===== src/rtl/tql_pkg.sv =====
// Shared types and constants for the tabular Q-learning agent.
// Used by tql_ctrl, tql_datapath and tabular_q_learning_agent; no dependencies.
package tql_pkg;

   localparam int DEF_GRID_SIDE = 17;
   localparam int NUM_ACTIONS   = 4;
   localparam int ACTION_BITS   = 2;
   localparam int VALUE_BITS    = 16;
   localparam int ROW_BITS      = NUM_ACTIONS * VALUE_BITS;
   localparam int RATE_BITS     = 9;
   localparam int EPS_BITS      = 16;
   localparam int CSR_IDX_BITS  = 2;
   localparam int CSR_DATA_BITS = 16;

   localparam logic [1:0] REQ_START    = 2'd0;
   localparam logic [1:0] REQ_CONTINUE = 2'd1;
   localparam logic [1:0] REQ_END      = 2'd2;

   localparam logic [CSR_IDX_BITS-1:0] CSR_LEARN_RATE = 2'd0;
   localparam logic [CSR_IDX_BITS-1:0] CSR_DISCOUNT   = 2'd1;
   localparam logic [CSR_IDX_BITS-1:0] CSR_EXPLORE    = 2'd2;

   localparam logic [RATE_BITS-1:0] LEARN_RATE_RST = 9'd128;
   localparam logic [RATE_BITS-1:0] DISCOUNT_RST   = 9'd230;
   localparam logic [EPS_BITS-1:0]  EXPLORE_RST    = 16'd0;

   typedef struct packed {
      logic [1:0]        req_type;
      logic [4:0]        cell_x;
      logic [4:0]        cell_y;
      logic signed [15:0] reward;
      logic [15:0]       random_draw;
      logic [1:0]        random_action;
   } req_item_type;

   typedef struct packed {
      logic [1:0]         action;
      logic               was_greedy;
      logic signed [15:0] new_value;
   } rsp_item_type;

   typedef struct packed {
      logic clear_wr;
      logic accept;
      logic rd_cell;
      logic rd_prev;
      logic mul1;
      logic sum;
      logic mul2;
      logic wb;
      logic choose;
   } ctrl_cmd_type;

   typedef struct packed {
      logic clear_done;
      logic do_update;
   } ctrl_stat_type;

endpackage


===== src/rtl/tql_ctrl.sv =====
// Sequencer for the Q-learning agent: table clear, read, update, choose.
// Depends on tql_pkg; drives tql_datapath through ctrl_cmd_type.
module tql_ctrl
   import tql_pkg::*;
(
   input  logic          clock,
   input  logic          reset,
   input  logic          start,
   output logic          busy,
   input  ctrl_stat_type stat,
   output ctrl_cmd_type  cmd
);

   localparam logic [3:0] ST_CLEAR   = 4'd0;
   localparam logic [3:0] ST_IDLE    = 4'd1;
   localparam logic [3:0] ST_RD_CELL = 4'd2;
   localparam logic [3:0] ST_RD_PREV = 4'd3;
   localparam logic [3:0] ST_MUL1    = 4'd4;
   localparam logic [3:0] ST_SUM     = 4'd5;
   localparam logic [3:0] ST_MUL2    = 4'd6;
   localparam logic [3:0] ST_WB      = 4'd7;
   localparam logic [3:0] ST_CHOOSE  = 4'd8;

   logic [3:0] state_ff;
   logic [3:0] state_in;

   always_comb begin
      state_in = state_ff;
      cmd      = '0;
      case (state_ff)
         ST_CLEAR: begin
            cmd.clear_wr = 1'b1;
            if (stat.clear_done) state_in = ST_IDLE;
         end
         ST_IDLE: begin
            if (start) begin
               cmd.accept = 1'b1;
               state_in   = ST_RD_CELL;
            end
         end
         ST_RD_CELL: begin
            cmd.rd_cell = 1'b1;
            state_in    = ST_RD_PREV;
         end
         ST_RD_PREV: begin
            cmd.rd_prev = 1'b1;
            state_in    = stat.do_update ? ST_MUL1 : ST_CHOOSE;
         end
         ST_MUL1: begin
            cmd.mul1 = 1'b1;
            state_in = ST_SUM;
         end
         ST_SUM: begin
            cmd.sum  = 1'b1;
            state_in = ST_MUL2;
         end
         ST_MUL2: begin
            cmd.mul2 = 1'b1;
            state_in = ST_WB;
         end
         ST_WB: begin
            cmd.wb   = 1'b1;
            state_in = ST_CHOOSE;
         end
         ST_CHOOSE: begin
            cmd.choose = 1'b1;
            state_in   = ST_IDLE;
         end
         default: begin
            state_in = ST_IDLE;
         end
      endcase
   end

   always_ff @(posedge clock) begin
      if (reset) begin
         state_ff <= ST_CLEAR;
      end else begin
         state_ff <= state_in;
      end
   end

   assign busy = (state_ff != ST_IDLE);

   a_clear_once: assert property (@(posedge clock) disable iff (reset)
      (state_ff != ST_CLEAR) |=> (state_ff != ST_CLEAR))
      else $error("table clear re-entered");

   a_busy_after_accept: assert property (@(posedge clock) disable iff (reset)
      (start && !busy) |=> busy ##1 busy ##1 busy)
      else $error("busy dropped early after accept");

   a_mul_needs_update: assert property (@(posedge clock) disable iff (reset)
      (state_ff == ST_MUL1) |-> stat.do_update)
      else $error("update path entered without update");

   a_update_length: assert property (@(posedge clock) disable iff (reset)
      (state_ff == ST_MUL1) |=> ##2 (state_ff == ST_WB))
      else $error("update pipeline length broken");

endmodule


===== config.mk =====
export PLATFORM = sky130hd
export DESIGN_NAME = tql_ctrl
export DESIGN_NICKNAME = d
export VERILOG_FILES = /design/src/rtl/tql_pkg.sv /design/src/rtl/tql_ctrl.sv
export SDC_FILE = /design/constraint.sdc
export NUM_CORES = 1
export LEC_CHECK = 0
export BUFFER_PORTS_ARGS = -buffer_cell sky130_fd_sc_hd__buf_2
export CAP_MARGIN = 30
export CORE_AREA = 2 2 39 41
export CTS_CLUSTER_SIZE = 12
export DETAILED_ROUTE_END_ITERATION = 8
export DIE_AREA = 0 0 41 43
export PLACE_DENSITY = 0.56
export RECOVER_POWER = 100
export SLEW_MARGIN = 15
export SYNTH_ARGS = -nofsm -noshare
export SYNTH_HDL_FRONTEND = slang
export SYNTH_SLANG_ARGS = --single-unit

===== constraint.sdc =====
create_clock -name clock -period 1.2 [get_ports clock]
set_clock_uncertainty 0.05 [all_clocks]
set_input_delay 0.12 -clock clock [delete_from_list [all_inputs] [get_ports clock]]
set_output_delay 0.12 -clock clock [all_outputs]
set_load 0.05 [all_outputs]

==> results of run 1 <==
## layer usage
metal / wire, microns / up-vias / share of wire / global-route usage
met4: 0 / 0 / 0 / 0
met1: 362 / 161 / 0.44 / 0.145
met2: 418 / 10 / 0.50 / 0.163
met5: 0 / - / 0 / 0
met3: 49 / 0 / 0.059 / 0.0785
li1: - / 174 / - / -
## metrics by stage
step | worst slack (ns) | power [mW] | TNS, ns | std cells | cell area (sq um)
3_5_place_dp | -0.179 | 0.534 | -0.939 | 70 | 519
3_3_place_gp | -0.156 | 0.532 | -0.811 | 70 | 519
6_report | -0.324 | 0.821 | -2.41 | 76 | 721
4_1_cts | -0.327 | 0.811 | -2.69 | 77 | 718
5_1_grt | -0.367 | 0.873 | -3.05 | 76 | 721
2_1_floorplan | -0.377 | 0.462 | -1.18 | 35 | 415
## worst min path at each step
| stage | cells past startpoint | endpoint | slack, ns | startpoint |
|---|---|---|---|---|
| CTS | 2 | state_ff[0] | 0.07 | start |
| detailed placement | 2 | state_ff[0] | 0.31 | start |
| global route | 2 | state_ff[0] | 0.07 | start |
| finish | 2 | state_ff[0] | 0.07 | start |
| global placement | 2 | state_ff[0] | 0.31 | start |
| floorplan | 1 | state_ff[3] | 0.14 | reset |
## logic make-up after synthesis
group | count (synthesis) | share of synthesized area
xor+xnor | 1 | 0.0311
flops | 4 | 0.284
simple gates | 20 | 0.413
mux | 2 | 0.0756
buf+inv | 6 | 0.111
compound gates | 2 | 0.0845
## layout make-up
| cell class | count | area [sq um] | area share |
|---|---|---|---|
| Inverter | 2 | 20.0 | 0.0278 |
| Clock buffer | 3 | 22.5 | 0.0313 |
| Sequential cell | 4 | 86.3 | 0.120 |
| Tap cell | 16 | 20.0 | 0.0278 |
| Multi-Input combinational cell | 25 | 329 | 0.457 |
| Timing Repair Buffer | 26 | 243 | 0.337 |
## report_power, final
group	switching [mW]	leakage (nW)	internal [mW]
Combinational	0.260	0.236	0.232
Clock	0.0517	0.0138	0.112
Sequential	0.0140	0.0341	0.151
## cell usage in the layout (no fill, tap or decap), types with 2 or more instances in the layout
cell type  netlist  layout
buf_6            1      12
buf_4            0       6
buf_2            1       5
clkbuf_4         0       4
nor2_4           0       3
nor4_4           0       3
nor3_4           0       2
buf_8            0       2
dfxtp_2          0       2
## repair_timing
action,4_1_cts,5_1_grt
pin swaps,7,5
cloned,0,0
setup buffers,4,0
resized for setup,41,5
setup endpoints to repair,13,13
==> qor.yml, run 1 <==
outcome:
  violations: "negative setup slack"
  status: "complete, but fails checks"
setup_path:
  cp-startpoint: "state_ff[3]"
  r2r_start: "state_ff[3]"
  path_class: "flip-flop to output pin"
  r2r_slack_ns: -0.20
  rr_worst_depth: 3
  critPathMaxStageDelay_ns: 0.56
  path_max_fanout: 3
  crit_path_end: "cmd[7]"
  crit_slowest_cell: "or4b_4"
  start_kind: "flip-flop"
  cp_num_buf_inv: 1
  r2r_end: "state_ff[0]"
  cp-end-kind: "output pin"
  cp.arrival_ns: 1.35
  critPathTopFamily: "simple AND/OR/NAND/NOR gates"
  crit_required_ns: 1.03
  cp.depth: 3
  path_cells: "or4b_4 -> nor2_4 -> buf_8"
synth:
  synth.largest_area_cell: "dfxtp_1"
  yosysSeqAreaShare: 0.284
  synthesis.nets: 40
  ys_types: 19
  syn_inst: 35
  ys_top_cells_by_count: "dfxtp_1 (4), nor3_1 (4), nor4_1 (4)"
  syn-cell-area_sq_um: 282
  synth_top_area_frac: 0.284
  synth_edf_count: 0
  synth_ff_type: "dfxtp_1"
  ys_ff_latch: 4
  ys_warn_count: 0
  synth_area_per_cell_sq_um: 8.04
  synthArstFlopShare: 0
  netlist_top_cells_area: "dfxtp_1 (28%), nor4_1 (8.9%), nor3_1 (7.1%), o32ai_2 (5.8%), or4b_4 (4.9%)"
grt:
  grt_max_degree: 11
  grt_pass1_wl_microns: 1340
  grt_pass1_vias: 339
  grt_overflow: 0
  grtUsageTotal: 0.113
  antenna_found_initial: 0
layout:
  largest_reg_flops: 4
  top_regs: "state_ff: 4 flops"
  largest-register: "state_ff"
  nets: 67
  fillers: 127
  area_growth_pct: 156
  drive_gt1_frac: 0.867
  final_util: 0.521
  diodes: 0
sta:
  hold_viol: 0
  max_freq_ghz: 0.656
  maxSlewViolCount: 0
  setup_viol: 12
  rsz0062_at_grt: "true"
  fin_ws_ns: -0.324
  worstMarginPinSlew_ns: 0.248
  finalCriticalPeriod_ns: 1.52
  slew_headroom: 0.836
  min_period_over_period: 1.27
  holdWs_ns: 0.0705
die:
  core_sq_um: 1380
  start_util: 0.203
  ioPinCount: 15
  num_rows: 14
  die_w_microns: 41
  die_height_microns: 43
  dieArea_sq_um: 1760
power:
  leakage_nw: 0.284
  ir_worst_vdd_mv: 0.557
  p_per_area_nw_per_um2: 1140
clocking:
  clk_pin_slew_ns: 0.04
  h-tree-depth: 1
  clock_latency_ns: 0.23
  cts_sinks: 4
  cts_buffers: 3
  root_buffer: "clkbuf_4"
  clock_path_buffers: 2
  postCtsHoldBufs: 0
  cts_tree: "yes"
drt:
  detail_route.wl_per_cell_microns: 10.9
  drtAntennaViolNets: 0
  vias: 345
  first_pass_iters: 2
  postRouteWirelength_microns: 829
  drtIter0Drc: 2
  avgViaCountPerCell: 4.54
  drc: 0
run:
  maxCapViolCount: 0
min_path:
  hp-class: "input port to flip-flop"
place:
  routabilityCongestion: 0.649
  port_buffers: 14
  dp_hpwl_microns: 555
No activity file was read; power rests on OpenSTA's default activity.
==> run 2: changes to the inputs <==
==> constraint.sdc (replaced) <==
create_clock -name clock -period 1.2 [get_ports clock]
set_clock_uncertainty 0.05 [all_clocks]
set_input_delay 0.06 -clock clock [delete_from_list [all_inputs] [get_ports clock]]
set_output_delay 0.06 -clock clock [all_outputs]
set_load 0.05 [all_outputs]
==> run 2 against run 1 <==
The run still ends with negative setup slack left. Critical path depth unchanged. Register-to-register slack better by 0.04 ns. Worst setup slack gained 0.059 ns. Clock power is essentially flat. First-iteration DRC count shrank 100%. Global-route usage up 0.83 points. Core utilization fell by 5.6 points. Die area unchanged. Routed wire length rose by 3.1%. Cell count is 1.3% lower. Largest cell class unchanged. Largest power group unchanged.
==> qor.yml, run 2 (synthesized netlist as in run 1, its figures left out) <==
outcome:
  status: "complete, but fails checks"  # unchanged
  violations: "negative setup slack"  # unchanged
setup_path:
  r2r_start: "state_ff[3]"  # unchanged
  crit_slowest_cell: "or4b_4"  # unchanged
  path_max_fanout: 3  # unchanged
  r2r_end: "state_ff[0]"  # unchanged
  cp.arrival_ns: 1.35  # about the same
  cp-end-kind: "output pin"  # unchanged
  start_kind: "flip-flop"  # unchanged
  path_class: "flip-flop to output pin"  # unchanged
  rr_worst_depth: 3  # unchanged
  path_cells: "or4b_4 -> nor2_4 -> buf_8"  # unchanged
  critPathMaxStageDelay_ns: 0.56  # about the same
  crit_required_ns: 1.09  # was 1.03 ns
  r2r_slack_ns: -0.16  # was -0.20 ns
grt:
  grt_pass1_wl_microns: 1410  # was 1340 microns
  antenna_found_initial: 0  # unchanged
  grtUsageTotal: 0.121  # was 0.113
  grt_max_degree: 9  # was 11
  grt_pass1_vias: 329  # was 339
  grt_overflow: 0  # unchanged
power:
  p_per_area_nw_per_um2: 1200  # was 1140 nW/um^2
  ir_worst_vdd_mv: 0.509  # was 0.557 mV
  leakage_nw: 0.269  # was 0.284 nW
layout:
  layout_common_cells: "buf_6 (12), buf_4 (6), buf_2 (5)"  # unchanged
  stdcell_count: 75  # was 76
  drive_gt1_frac: 0.831  # was 0.867
  area_growth_pct: 128  # was 156%
  largest_reg_flops: 4  # unchanged
  nets: 66  # was 67
  diodes: 0  # unchanged
  final_common_cell: "buf_6"  # unchanged
  top_regs: "state_ff: 4 flops"  # unchanged
  largest-register: "state_ff"  # unchanged
die:
  core_sq_um: 1380  # unchanged
  ioPinCount: 15  # unchanged
  num_rows: 14  # unchanged
  die_height_microns: 43  # unchanged
  dieArea_sq_um: 1760  # unchanged
  die_w_microns: 41  # unchanged
  start_util: 0.203  # unchanged
clocking:
  cts_tree: "yes"  # unchanged
  clock_latency_ns: 0.23  # about the same
  cts_sinks: 4  # unchanged
  clock_path_buffers: 2  # unchanged
  clk_pin_slew_ns: 0.04  # about the same
  h-tree-depth: 1  # unchanged
  cts_buffers: 3  # unchanged
  root_buffer: "clkbuf_4"  # unchanged
sta:
  finalCriticalPeriod_ns: 1.46  # was 1.52 ns
  maxSlewViolCount: 0  # unchanged
  hold_viol: 0  # unchanged
  slew_headroom: 0.836  # about the same
  setup_viol: 11  # was 12
  fin_ws_ns: -0.265  # was -0.324 ns
  min_period_over_period: 1.22  # was 1.27
  rsz0062_at_grt: "true"  # unchanged
  worstMarginPinSlew_ns: 0.248  # about the same
  max_freq_ghz: 0.683  # was 0.656 GHz
drt:
  first_pass_iters: 1  # was 2
  drtAntennaViolNets: 0  # unchanged
  detail_route.wl_per_cell_microns: 11.4  # was 10.9 microns
  drtIter0Drc: 0  # was 2
  vias: 336  # was 345
  drc: 0  # unchanged
  avgViaCountPerCell: 4.48  # was 4.54
  postRouteWirelength_microns: 855  # was 829 microns
min_path:
  hold-path-cell-count: 2  # unchanged
  hp-start: "reset"  # was start
  hp-class: "input port to flip-flop"  # unchanged
  min_to: "state_ff[1]"  # was state_ff[0]
place:
  port_buffers: 14  # unchanged
  dp_hpwl_microns: 598  # was 555 microns
  dpl_worst_slack_ns: -0.134  # was -0.179 ns
  dp.cells: 68  # was 70
  routabilityCongestion: 0.711  # was 0.649
run:
  maxCapViolCount: 0  # unchanged
## run 2: cell types whose count changed in the layout (fill, tap and decap cells not counted), sizes merged
cell,previous run,this run
buf,25,24
clkinv,1,0
inv,1,2
## run 2: layout make-up
type | count | area [sq um]
Fill cell | 137 | 741
Multi-Input combinational cell | 25 | 280
Timing Repair Buffer | 25 | 225
Sequential cell | 4 | 85.1
Clock buffer | 3 | 22.5
Tap cell | 16 | 20.0
Inverter | 2 | 10.0
## run 2: per-layer routing
metal | up-vias | wire length, microns | track usage
met1 | 152 | 364 | 0.159
met5 | - | 0 | 0
met3 | 2 | 51 | 0.0157
met4 | 0 | 21 | 0.100
met2 | 10 | 418 | 0.166
li1 | 172 | - | -
## run 2: what timing repair did
action,in CTS,in global routing
endpoints found under the hold margin,0,0
endpoints found under the setup margin,12,12
pin swaps,3,2
setup buffers,1,2
gates cloned,1,0
resized for setup,32,1
hold buffers,0,0
## run 2: through the flow
stage	TNS (ns)	hold slack, ns	instance area (sq um)	util	total power, mW
2_1_floorplan	-0.824	0.0818	408	-	0.458
3_3_place_gp	-0.218	0.265	497	0.359	0.524
3_5_place_dp	-0.389	0.261	497	0.359	0.526
4_1_cts	-1.58	0.00873	632	0.457	0.770
5_1_grt	-2.16	0.0180	643	0.465	0.811
6_report	-1.58	0.0203	643	0.465	0.771
## run 2: how the worst max path moves through the flow
stage                startpoint  endpoint  slack (ns)
global route        state_ff[1]    cmd[7]       -0.31
finish              state_ff[3]    cmd[7]       -0.26
global placement    state_ff[1]    cmd[7]       -0.11
floorplan           state_ff[1]    cmd[7]       -0.32
CTS                 state_ff[3]    cmd[7]       -0.28
detailed placement  state_ff[1]    cmd[7]       -0.13
## run 2: critical path, delay by kind of cell, from the launching register on
family	cells	cell delay [ns]
and+or+nand+nor	2	0.67
DFF	1	0.31
buffers and inverters	1	0.15
## run 2: power by group
| group | internal (mW) | total, mW | switching [mW] |
|---|---|---|---|
| clock | 0.112 | 0.163 | 0.0509 |
| combinational | 0.206 | 0.443 | 0.236 |
| sequential | 0.150 | 0.166 | 0.0161 |
==> run 3: changes to the inputs <==
--- a/constraint.sdc
+++ b/constraint.sdc
@@ -4,2 +4,2 @@
 set_output_delay 0.06 -clock clock [all_outputs]
-set_load 0.05 [all_outputs]
+set_load 0.02 [all_outputs]
==> run 3 against run 2 <==
The run still ends with negative setup slack left. Cell count did not move. Flip-flop and latch count did not move. Combinational power fell by 20%. First-iteration DRC count rose by 1. Core utilization fell by 4.0 points. Worst setup slack improved by 0.012 ns. Global-route usage fell by 2.7 points. Maximum frequency rose by 0.84%. Clock power barely moved. Critical endpoint is now cmd[0]. Largest power group unchanged.
==> qor.yml, run 3 (synthesized netlist as in run 1, its figures left out) <==
outcome:
  status: "complete, but fails checks"  # unchanged
  violations: "negative setup slack"  # unchanged
layout:
  seq_area_sq_um: 85.1  # unchanged
  stdcell_area_sq_um: 588  # was 643 sq um
  top_regs: "state_ff: 4 flops"  # unchanged
  fillers: 146  # was 137
  largest_reg_flops: 4  # unchanged
  largest-register: "state_ff"  # unchanged
  drive_gt1_frac: 0.814  # was 0.831
  area_growth_pct: 109  # was 128%
  multiInputGateArea_sq_um: 256  # was 280 sq um
  stdcell_count: 75  # unchanged
  layout_common_cells: "buf_4 (11), buf_2 (7), buf_6 (5)"  # was buf_6 (12), buf_4 (6), buf_2 (5)
  nets: 66  # unchanged
  diodes: 0  # unchanged
  final_common_cell: "buf_4"  # was buf_6
die:
  ioPinCount: 15  # unchanged
  dieArea_sq_um: 1760  # unchanged
  core_sq_um: 1380  # unchanged
  num_rows: 14  # unchanged
  die_w_microns: 41  # unchanged
  start_util: 0.203  # unchanged
  die_height_microns: 43  # unchanged
sta:
  hold_viol: 0  # unchanged
  worstMarginPinSlew_ns: 0.266  # was 0.248 ns
  slew_headroom: 0.821  # was 0.836
  min_period_over_period: 1.21  # was 1.22
  rsz0062_at_grt: "true"  # unchanged
  fin_ws_ns: -0.253  # was -0.265 ns
  finalCriticalPeriod_ns: 1.45  # was 1.46 ns
  maxSlewViolCount: 0  # unchanged
  tns_ns: -1.58  # about the same
  setup_viol: 12  # was 11
  max_freq_ghz: 0.688  # was 0.683 GHz
  holdWs_ns: 0.0214  # was 0.0203 ns
power:
  ir_worst_vdd_mv: 0.445  # was 0.509 mV
  leakage_nw: 0.256  # was 0.269 nW
  p_per_area_nw_per_um2: 1160  # was 1200 nW/um^2
  fin_total_pwr_mw: 0.681  # was 0.771 mW
clocking:
  clk_pin_slew_ns: 0.04  # about the same
  root_buffer: "clkbuf_4"  # unchanged
  cts_buffers: 3  # unchanged
  cts_sinks: 4  # unchanged
  h-tree-depth: 1  # unchanged
  cts_tree: "yes"  # unchanged
  clock_path_buffers: 2  # unchanged
  clock_latency_ns: 0.23  # about the same
setup_path:
  path_cells: "buf_4 -> inv_2 -> nor4_2 -> buf_2"  # was or4b_4 -> nor2_4 -> buf_8
  r2r_start: "state_ff[3]"  # unchanged
  r2r_end: "state_ff[0]"  # unchanged
  critPathMaxStageDelay_ns: 0.32  # was 0.56 ns
  path_max_fanout: 8  # was 3
  r2r_slack_ns: -0.16  # about the same
  crit_slowest_cell: "dfxtp_2"  # was or4b_4
  start_kind: "flip-flop"  # unchanged
  rr_worst_depth: 3  # unchanged
  path_class: "flip-flop to output pin"  # unchanged
  cp.arrival_ns: 1.34  # was 1.35 ns
  cp-end-kind: "output pin"  # unchanged
  crit_required_ns: 1.09  # about the same
drt:
  dr_wl_met3_microns: 49  # was 51 microns
  drtIter0Drc: 1  # was 0
  drc: 0  # unchanged
  detail_route.wl_per_cell_microns: 11.5  # was 11.4 microns
  avgViaCountPerCell: 4.71  # was 4.48
  postRouteWirelength_microns: 866  # was 855 microns
  vias: 353  # was 336
  drtAntennaViolNets: 0  # unchanged
  dr_wl_met2_microns: 459  # was 418 microns
  dr.max_layer_used: "met4"  # unchanged
  first_pass_iters: 3  # was 1
  met1_length_microns: 333  # was 364 microns
grt:
  grtUsageTotal: 0.0943  # was 0.121
  grt_pass1_wl_microns: 1110  # was 1410 microns
  antenna_found_initial: 0  # unchanged
  grt_max_degree: 11  # was 9
  grt_pass1_vias: 282  # was 329
  grt_overflow: 0  # unchanged
place:
  routabilityCongestion: 0.657  # was 0.711
  placed_cell_area_sq_um: 405  # was 497 sq um
  dp_hpwl_microns: 500  # was 598 microns
  dp.cells: 66  # was 68
  port_buffers: 14  # unchanged
min_path:
  hp-class: "input port to flip-flop"  # unchanged
  hp-start: "start"  # was reset
  hold-path-cell-count: 2  # unchanged
  min_to: "state_ff[0]"  # was state_ff[1]
run:
  maxCapViolCount: 0  # unchanged
run 3: cell types whose count changed in the layout (fill, tap and decap cells not counted), moves of 2 or more:
cell | previous run | this run
buf_2 | 5 | 7
buf_4 | 6 | 11
buf_6 | 12 | 5
nor3_4 | 2 | 0
nor4_2 | 1 | 3
run 3: worst max path at each step:
stage | cells after the start | startpoint | endpoint | slack (ns)
after floorplan | 3 | state_ff[3] | state_ff[0] | -0.13
after global placement | 3 | state_ff[2] | cmd[7] | -0.04
after detailed placement | 3 | state_ff[2] | cmd[7] | -0.04
after CTS | 3 | state_ff[0] | cmd[7] | -0.23
after global routing | 4 | state_ff[3] | cmd[0] | -0.31
final | 4 | state_ff[3] | cmd[0] | -0.25
run 3: through the flow:
step | worst slack (ns) | util
3_3_place_gp | -0.0411 | 0.293
6_report | -0.253 | 0.425
2_1_floorplan | -0.128 | -
3_5_place_dp | -0.0410 | 0.293
4_1_cts | -0.228 | 0.351
5_1_grt | -0.305 | 0.425
run 3: worst max-delay path, delay by kind of cell (launching register included):
kind                   cells  cell delay [ns]
buffers and inverters      3             0.49
AND/OR/NAND/NOR            1             0.30
flip-flops                 1             0.32
run 3: timing repair:
| action | CTS | global route |
|---|---|---|
| hold buffers | 0 | 0 |
| buffers inserted | 3 | 3 |
| gates resized for setup | 12 | 20 |
| pin swaps | 3 | 5 |
| setup endpoints to repair | 12 | 12 |
run 3: cell type report:
type / instances / area share
Multi-Input combinational cell: 25 / 0.436
Timing Repair Buffer: 25 / 0.334
Sequential cell: 4 / 0.145
Clock buffer: 3 / 0.0383
Tap cell: 16 / 0.0340
Inverter: 2 / 0.0128
run 3: power breakdown:
| group | internal (mW) | total (mW) | switching, mW |
|---|---|---|---|
| clock network | 0.112 | 0.164 | 0.0519 |
| registers | 0.150 | 0.163 | 0.0130 |
| logic | 0.192 | 0.355 | 0.163 |
run 3: metal layers:
layer / track usage / vias up
met5: 0 / -
met4: 0.0200 / 0
met3: 0.0628 / 2
met2: 0.131 / 14
met1: 0.119 / 164
li1: - / 173
